**config.mk**
```make
export PLATFORM = sky130hd
export DESIGN_NAME = sfa_cell
export DESIGN_NICKNAME = d
export VERILOG_FILES = /design/src/rtl/core/sfa_pkg.sv /design/src/rtl/core/sfa_cell.sv
export SDC_FILE = /design/constraint.sdc
export NUM_CORES = 1
export LEC_CHECK = 0
export BUFFER_PORTS_ARGS = -buffer_cell sky130_fd_sc_hd__buf_2
export CAP_MARGIN = 5
export CELL_PAD_IN_SITES_DETAIL_PLACEMENT = 0
export CELL_PAD_IN_SITES_GLOBAL_PLACEMENT = 1
export CORE_MARGIN = 8
export CORE_UTILIZATION = 28
export DETAILED_ROUTE_END_ITERATION = 10
export PLACE_DENSITY = 0.82
export SLEW_MARGIN = 20
export SYNTH_ARGS = -nofsm -noshare
export SYNTH_HDL_FRONTEND = slang
export SYNTH_SLANG_ARGS = --single-unit
```
**constraint.sdc**
```tcl
create_clock -name i_clk -period 3.4 [get_ports i_clk]
set_input_delay 0.34 -clock i_clk [delete_from_list [all_inputs] [get_ports i_clk]]
set_output_delay 0.34 -clock i_clk [all_outputs]
set_load 0.01 [all_outputs]
```
**src/rtl/core/sfa_pkg.sv**
```systemverilog
// Shared types, codes and helpers of the sorted region first-fit allocator.
// No dependencies; used by sfa_cell and sorted_region_first_fit_allocator_core.
package sfa_pkg;

    // Field widths fixed by the request and result formats.
    localparam int UNIT_W  = 6;   // start unit, descriptor, slot
    localparam int LEN_W   = 10;  // length in bytes
    localparam int END_W   = 7;   // start plus allocation, up to 95
    localparam int SUM_W   = 8;   // end plus needed units, up to 127
    localparam int BYTES_W = 11;  // allocation in bytes, up to 1024
    localparam int UNIT_SHIFT = 5; // 32 bytes per unit

    // Register addresses on the configuration port.
    localparam logic [2:0] ADDR_VOLUME    = 3'd0;
    localparam logic [2:0] ADDR_READ_ONLY = 3'd4;

    typedef enum logic [1:0] {
        OP_ALLOC  = 2'd0,
        OP_RESIZE = 2'd1,
        OP_OPEN   = 2'd2,
        OP_CLOSE  = 2'd3
    } t_op;

    typedef enum logic [2:0] {
        ST_OK           = 3'd0,
        ST_TABLE_FULL   = 3'd1,
        ST_NO_SPACE     = 3'd2,
        ST_NOT_FOUND    = 3'd3,
        ST_ALREADY_OPEN = 3'd4,
        ST_NO_FIT       = 3'd5
    } t_status;

    typedef enum logic [1:0] {
        S_IDLE,
        S_SCAN,
        S_APPLY,
        S_DONE
    } t_state;

    // One table entry; a zero start marks an unused entry.
    typedef struct packed {
        logic [UNIT_W-1:0] start;
        logic [LEN_W-1:0]  len;
        logic              opened;
    } t_entry;

    // Request fields broadcast to every cell during a scan.
    typedef struct packed {
        t_op               op;
        logic [UNIT_W-1:0] desc;
        logic [LEN_W-1:0]  len;
        logic [UNIT_W-1:0] need;
        logic [UNIT_W-1:0] vol;
    } t_ctl;

    // Report of the cell that holds the scan token; all zero elsewhere.
    typedef struct packed {
        logic              hit;
        logic              fail;
        logic [UNIT_W-1:0] at;
        logic              fits;
        logic              opened;
    } t_rpt;

    // Table update broadcast once at the end of a successful request.
    typedef struct packed {
        logic              en;
        t_op               op;
        logic [UNIT_W-1:0] pos;
        logic [UNIT_W-1:0] at;
        logic [LEN_W-1:0]  len;
    } t_apply;

    // Units taken by a region: next power of two of the length, in whole
    // units, at least one.
    function automatic logic [UNIT_W-1:0] units_of(input logic [LEN_W-1:0] len);
        logic [LEN_W-1:0]  v;
        logic [UNIT_W-1:0] u;
        v = len - LEN_W'(1);
        u = UNIT_W'(1);
        if (len > LEN_W'(32)) begin
            for (int b = UNIT_SHIFT; b < LEN_W; b++) begin
                if (v[b]) begin
                    u = UNIT_W'(1) << (b - UNIT_SHIFT + 1);
                end
            end
        end
        return u;
    endfunction

endpackage

```
**src/rtl/core/sfa_cell.sv**
```systemverilog
// One cell of the region table: holds one entry and passes the scan token on.
// Depends on sfa_pkg.
module sfa_cell #(
    parameter int IDX = 0
) (
    input  logic                          i_clk,
    input  logic                          i_rst_n,
    input  logic                          i_tok,
    input  logic [sfa_pkg::END_W-1:0]     i_tok_end,
    input  sfa_pkg::t_ctl                 i_ctl,
    input  sfa_pkg::t_apply               i_apply,
    input  sfa_pkg::t_entry               i_prev,
    output logic                          o_tok,
    output logic [sfa_pkg::END_W-1:0]     o_tok_end,
    output sfa_pkg::t_entry               o_entry,
    output sfa_pkg::t_rpt                 o_rpt,
    output logic                          o_vld
);

    localparam logic [sfa_pkg::UNIT_W-1:0] IDX_U = sfa_pkg::UNIT_W'(IDX);

    sfa_pkg::t_entry                  r_ent;
    logic                             r_tok;
    logic [sfa_pkg::END_W-1:0]        r_tok_end;
    logic                             w_vld;
    logic [sfa_pkg::UNIT_W-1:0]       w_units;
    logic [sfa_pkg::END_W-1:0]        w_end;
    logic [sfa_pkg::SUM_W-1:0]        w_sum;
    logic [sfa_pkg::BYTES_W-1:0]      w_bytes;
    logic                             w_hit;
    logic                             w_fail;

    // Token register: the token arrives from the left neighbor.
    always_ff @(posedge i_clk) begin
        if (!i_rst_n) begin
            r_tok <= 1'b0;
        end else begin
            r_tok <= i_tok;
        end
        r_tok_end <= i_tok_end;
    end

    // Local geometry of this entry.
    assign w_vld   = (r_ent.start != '0);
    assign w_units = sfa_pkg::units_of(r_ent.len);
    assign w_end   = sfa_pkg::END_W'(r_ent.start) + sfa_pkg::END_W'(w_units);
    assign w_sum   = sfa_pkg::SUM_W'(r_tok_end) + sfa_pkg::SUM_W'(i_ctl.need);
    assign w_bytes = sfa_pkg::BYTES_W'(w_units) << sfa_pkg::UNIT_SHIFT;

    // Decide whether the scan stops here, and how.
    always_comb begin
        w_hit  = 1'b0;
        w_fail = 1'b0;
        if (r_tok) begin
            if (i_ctl.op == sfa_pkg::OP_ALLOC) begin
                if (w_vld) begin
                    w_hit = (w_sum <= sfa_pkg::SUM_W'(r_ent.start));
                end else begin
                    w_hit  = (w_sum <= sfa_pkg::SUM_W'(i_ctl.vol));
                    w_fail = !w_hit;
                end
            end else begin
                w_hit  = w_vld && (r_ent.start == i_ctl.desc);
                w_fail = !w_vld;
            end
        end
    end

    assign o_tok     = r_tok && !w_hit && !w_fail;
    assign o_tok_end = w_end;
    assign o_entry   = r_ent;
    assign o_vld     = w_vld;

    // Report, zero unless this cell holds the token.
    always_comb begin
        o_rpt        = '0;
        o_rpt.hit    = w_hit;
        o_rpt.fail   = w_fail;
        if (w_hit) begin
            o_rpt.at     = r_tok_end[sfa_pkg::UNIT_W-1:0];
            o_rpt.fits   = (sfa_pkg::BYTES_W'(i_ctl.len) <= w_bytes);
            o_rpt.opened = r_ent.opened;
        end
    end

    // Table update: insert with shift, resize, open or close.
    always_ff @(posedge i_clk) begin
        if (!i_rst_n) begin
            r_ent <= '0;
        end else if (i_apply.en) begin
            case (i_apply.op)
                sfa_pkg::OP_ALLOC: begin
                    if (IDX_U == i_apply.pos) begin
                        r_ent.start  <= i_apply.at;
                        r_ent.len    <= i_apply.len;
                        r_ent.opened <= 1'b0;
                    end else if (IDX_U > i_apply.pos) begin
                        r_ent <= i_prev;
                    end
                end
                sfa_pkg::OP_RESIZE: begin
                    if (IDX_U == i_apply.pos) begin
                        r_ent.len <= i_apply.len;
                    end
                end
                sfa_pkg::OP_OPEN: begin
                    if (IDX_U == i_apply.pos) begin
                        r_ent.opened <= 1'b1;
                    end
                end
                sfa_pkg::OP_CLOSE: begin
                    if (IDX_U == i_apply.pos) begin
                        r_ent.opened <= 1'b0;
                    end
                end
                default: begin
                    r_ent <= r_ent;
                end
            endcase
        end
    end

endmodule

```
; ---- Yosys cells after proc, flatten, opt, wreduce, memory -nomap -nowiden
; Cells that the tools add are included.
[op_classes]
add_sub_neg = 3
magnitude_cmp = 5
eq_ne = 8
muxes = 20
reduce_logical = 17
[ops]
columns = operator, count
row1 = 17-bit 2-to-1 mux, 2
row2 = 6-bit 2-to-1 mux, 5
row3 = 10-bit case mux with 2 select lines, 1
row4 = 8-bit by 6-bit less-or-equal comparator with 1-bit output, 2
row5 = 10-bit by 11-bit less-or-equal comparator with 1-bit output, 1
row6 = 10-bit by 6-bit > comparator with 1-bit output (second input constant), 1
row7 = 10-bit 2-to-1 mux, 1
row8 = 10-bit by 1-bit subtractor with 10-bit output (second input constant), 1
row9 = 7-bit by 6-bit adder with 8-bit output, 1
row10 = 1-bit 2-to-1 mux, 8
row11 = 8-bit 2-to-1 mux, 1
row12 = 6-bit by 6-bit adder with 7-bit output, 1
row13 = 6-bit equality test, 1
row14 = 1-bit by 6-bit > comparator with 1-bit output (first input constant), 1
row15 = 6-bit logical NOT, 1
row16 = 2-bit != test (second input constant), 3
row17 = 6-bit nonzero test, 1
row18 = 5-bit AND reduction, 1
row19 = 2-bit equality test (second input constant), 2
row20 = 1-bit logical NOT, 4
row21 = 2-bit logical NOT, 2
row22 = 4-bit AND reduction, 1
row23 = 2-bit nonzero test, 2
row24 = 1-bit logical AND, 3
row25 = other kinds (6), 6
[word_totals]
ff_bits = 25
in_bits = 82
word_cells = 58

; ---- Longest topological paths before layout
[logic_depth]
ltp_word = 9
ltp_mapped = 15

; ---- Worst setup path before layout
; OpenSTA, ideal clock, no wires.
[synth_path]
path_type = input port to output port
from = input port i_ctl[6] in the netlist's numbering
to = output port o_rpt[9] in the netlist's numbering
arrival_time_ns = 2.976
required_time_ns = 3.060
path_slack_ns = 0.084
path_stages = 15
path_buffers = 1
cell_sequence = ha_1 -> inv_1 -> fa_1 -> nor2b_2 -> o21a_1 -> nor2_1 -> xnor2_1 -> ha_1 -> nand2_1 -> mux2_2 -> a31o_1 -> or2_0 -> a41o_4 -> and2_1 -> buf_4
[synth_between]
elab_chain_cells = 5
word_cells_on_any_way = 6
[synth_rtl]
columns = item, line
row1 = from (decl), sfa_cell.sv:10  ; input sfa_pkg::t_ctl i_ctl,
row2 = 7-bit by 6-bit adder with 8-bit output *, sfa_cell.sv:47  ; assign w_sum = sfa_pkg::SUM_W'(r_tok_end) + sfa_pkg::SUM_W'(i_ctl.need);
row3 = "8-bit by 6-bit less-or-equal comparator with 1-bit output, on equally long branches", "sfa_cell.sv:59, sfa_cell.sv:57"
row4 = 1-bit 2-to-1 mux *, sfa_cell.sv:56  ; if (w_vld) begin
row5 = 1-bit 2-to-1 mux *, sfa_cell.sv:55  ; if (i_ctl.op == sfa_pkg::OP_ALLOC) begin
row6 = 1-bit 2-to-1 mux *, sfa_cell.sv:54  ; if (r_tok) begin
row7 = to (decl), sfa_cell.sv:16  ; output sfa_pkg::t_rpt o_rpt,
; Mark *: on every way between the ends. The rest lies on a longest branch, timed or not.

==> run_results.csv <==
group,metric,value,unit
detailed_routing,vias,2327,
timing,fmax,271,MHz
detailed_routing,ant_nets,0,
critical_path,critPathKind,"reg2out",
logic_synthesis,synth_cell_type_count,51,
timing,final.setup.worst_slack,-0.295,ns
timing,setup_viol,11,
final_layout,layout.nets,497,
logic_synthesis,syn_area,2130,um^2
logic_synthesis,synth-edff-count,0,
logic_synthesis,yosysTopAreaCellShare,23.4,%
final_layout,utilization,42.9,%
grt,grt_use_total,13.9,%
detailed_routing,dr_wl_met2,3710,um
timing,finalHoldViolCount,0,
clocking,cts_buffers,3,
logic_synthesis,synth_seq_area_share,23.4,%
detailed_routing,wl_met3,572,um
clocking,clk_pin_slew_worst_paths,0.10,ns
critical_path,startpoint_type,"flop",
detailed_routing,avgRoutedWirePerCell,15.1,um
grt,antenna_found_initial,0,
timing,grt_setup_unrepaired,"yes",
detailed_routing,drtIter0Drc,48,
grt,grt_pass1_wl,11600,um
final_layout,antennaDiodeCount,0,
logic_synthesis,ys_ff_latch,25,
clocking,cts_root_buffer,"clkbuf_8",
logic_synthesis,async_reset_ff_share,0,%
floorplan,initial_core_util,28.2,%
floorplan,die_area,10700,um^2
pwr,p_leak,1.61,nW
clocking,clock-sinks,25,
clocking,htree_num_levels,1,
floorplan,dieWidth,103,um
critical_path,rrSetupSlack,2.52,ns
logic_synthesis,synthesis.instances,259,
worst_hold_path,hold_class,"in2reg",
final_layout,area_growth,52.1,%
floorplan,ioPinCount,118,
pwr,ir_drop,0.153,mV
detailed_routing,wl_met1,2980,um
clocking,clockBufferDepth,2,
clocking,clock_latency,0.28,ns
detailed_routing,drt_wl_total,7340,um
critical_path,worst-endpoint-required,3.06,ns
final_layout,fill_cells,763,
logic_synthesis,yosys_warnings,0,
floorplan,rows,32,
job,max_cap_viol_count,0,
floorplan,chipHeight,103,um
logic_synthesis,yosys.area.top_type,"dfxtp_1",
pwr,power_density,249,nW/um^2
placement,dp_slack,-0.296,ns
grt,grt_overflow,0,
floorplan,coreArea,7570,um^2
timing,maxSlewHeadroom,55.3,%
placement,portBuffers,100,
detailed_routing,firstDrtPassIters,4,
critical_path,worstPathArrival,3.36,ns
logic_synthesis,synthTopCellsByArea,"dfxtp_1 23%, ha_1 17%, a21boi_0 6.0%",
run_status,status,"complete, but fails checks",
grt,grt_pass1_vias,2461,
placement,gp_congestion,0.823,
timing,timing.final.crit_share,109,%
critical_path,cp-end-kind,"output port",
detailed_routing,routed_via_density,4.80,
grt,grt_max_degree,19,
pwr,finalPower,0.809,mW
critical_path,worstPathMaxFanout,5,
logic_synthesis,syn-num-nets,372,
timing,skew,0,ns
run_status,violations,"setup timing",
detailed_routing,top_layer,"met4",
detailed_routing,drc_errors,0,
timing,layout_min_cycle_time,3.70,ns
clocking,cts_tree,"done",
final_layout,final_cell_mix,"92 x buf_2, 27 x buf_4, 26 x ha_1, 24 x inv_1, 23 x dfxtp_1",
timing,slew_viol_final,0,
final_layout,drive_gt1_share,46.7,%
final_layout,layout_commonest_cell,"buf_2",
timing,tightest_slew,0.668,ns
placement,hpwl,5720,um
logic_synthesis,syn_area_per_cell,8.24,um^2
logic_synthesis,synth-main-ff-cell,"dfxtp_1",
-- path summary, 6_finish.rpt --
check                  to         start  depth (start not counted)
max              o_rpt[0]  r_tok_end[0]                         15
min reg2reg    o_entry[5]    o_entry[5]                          2
min          r_tok_end[4]  i_tok_end[4]                          1
max reg2reg   o_entry[16]   o_entry[16]                          2
-- sequential cells by signal, summed over array words and instances (netlist names) --
signal / flops
r_tok: 1
o_entry: 17
r_tok_end: 7
-- synth_stat cells, types with 2 or more instances --
| master | instances |
|---|---|
| nor3_1 | 3 |
| a21o_1 | 7 |
| inv_1 | 25 |
| and2_1 | 3 |
| nand3b_1 | 3 |
| o21bai_1 | 3 |
| ha_1 | 29 |
| fa_1 | 2 |
| dfxtp_1 | 25 |
| nor4_2 | 2 |
| nor2_1 | 10 |
| clkbuf_1 | 3 |
| nand2b_1 | 3 |
| a21boi_0 | 17 |
| o21ai_0 | 13 |
| xnor2_1 | 7 |
| nor3b_1 | 2 |
| nand3_1 | 14 |
| nor4_1 | 3 |
| xor2_1 | 7 |
| nor2b_1 | 5 |
| and3_1 | 7 |
| nand2_1 | 22 |
| buf_4 | 2 |
| o21a_1 | 4 |
| buf_2 | 2 |
| a21oi_1 | 12 |
-- metrics by stage --
stage | hold slack [ns] | instances | instance area, um^2 | setup TNS, ns
6_report | 0.151 | 485 | 3250 | -2.86
5_1_grt | 0.136 | 485 | 3250 | -4.38
4_1_cts | 0.142 | 482 | 3160 | -2.55
3_5_place_dp | 0.444 | 466 | 2820 | -2.38
3_3_place_gp | 0.444 | 466 | 2820 | -1.76
2_1_floorplan | 0.368 | 259 | 2130 | 0
-- critical path, stage by stage (launching register included) --
cell     delay, ns
dfxtp_2       0.37
ha_4          0.14
inv_2         0.04
fa_2          0.38
nor2b_4       0.14
o21a_1        0.14
nor2_2        0.05
xnor2_2       0.17
ha_1          0.27
nand2_2       0.07
mux2_4        0.30
a31o_1        0.20
or2_4         0.25
a41o_4        0.25
and3_4        0.19
buf_6         0.12
-- cells by family after synthesis --
group / Yosys count / share of synthesized area, %
buffers and inverters: 33 / 6.33
AOI/OAI and AO/OA: 66 / 21.4
DFF: 25 / 23.4
xor gates and xnor gates: 14 / 5.74
muxes: 1 / 0.528
and+or+nand+nor: 89 / 23.7
adders and majority gates: 31 / 18.9
-- area by class of cell --
| type | instances | area, um^2 | share of cell area (%) |
|---|---|---|---|
| clock buffers | 3 | 41.3 | 1.27 |
| clock inverters | 1 | 8.76 | 0.270 |
| inverters | 25 | 93.8 | 2.89 |
| multi-input cells | 202 | 1720 | 52.9 |
| flip-flops and latches | 25 | 503 | 15.5 |
| well taps | 102 | 128 | 3.93 |
| repair buffers | 127 | 753 | 23.2 |
-- metal layers --
metal / vias to the layer above / track usage, %
met5: - / 0
met4: 0 / 2.45
met1: 1083 / 15.2
li1: 1170 / -
met2: 68 / 25.9
met3: 6 / 4.15
-- power by group --
group | switching, mW | internal [mW]
registers | 0.00607 | 0.298
clock network | 0.117 | 0.0863
logic | 0.132 | 0.169
-- repair_timing --
item / in CTS / in global routing
endpoints found under the setup margin: 12 / 14
cloned: 1 / 0
buffers inserted: 12 / 3
hold buffers: 0 / 0
gates resized for setup: 38 / 14
pin swaps: 14 / 10
No activity file was read; power rests on OpenSTA's default activity.
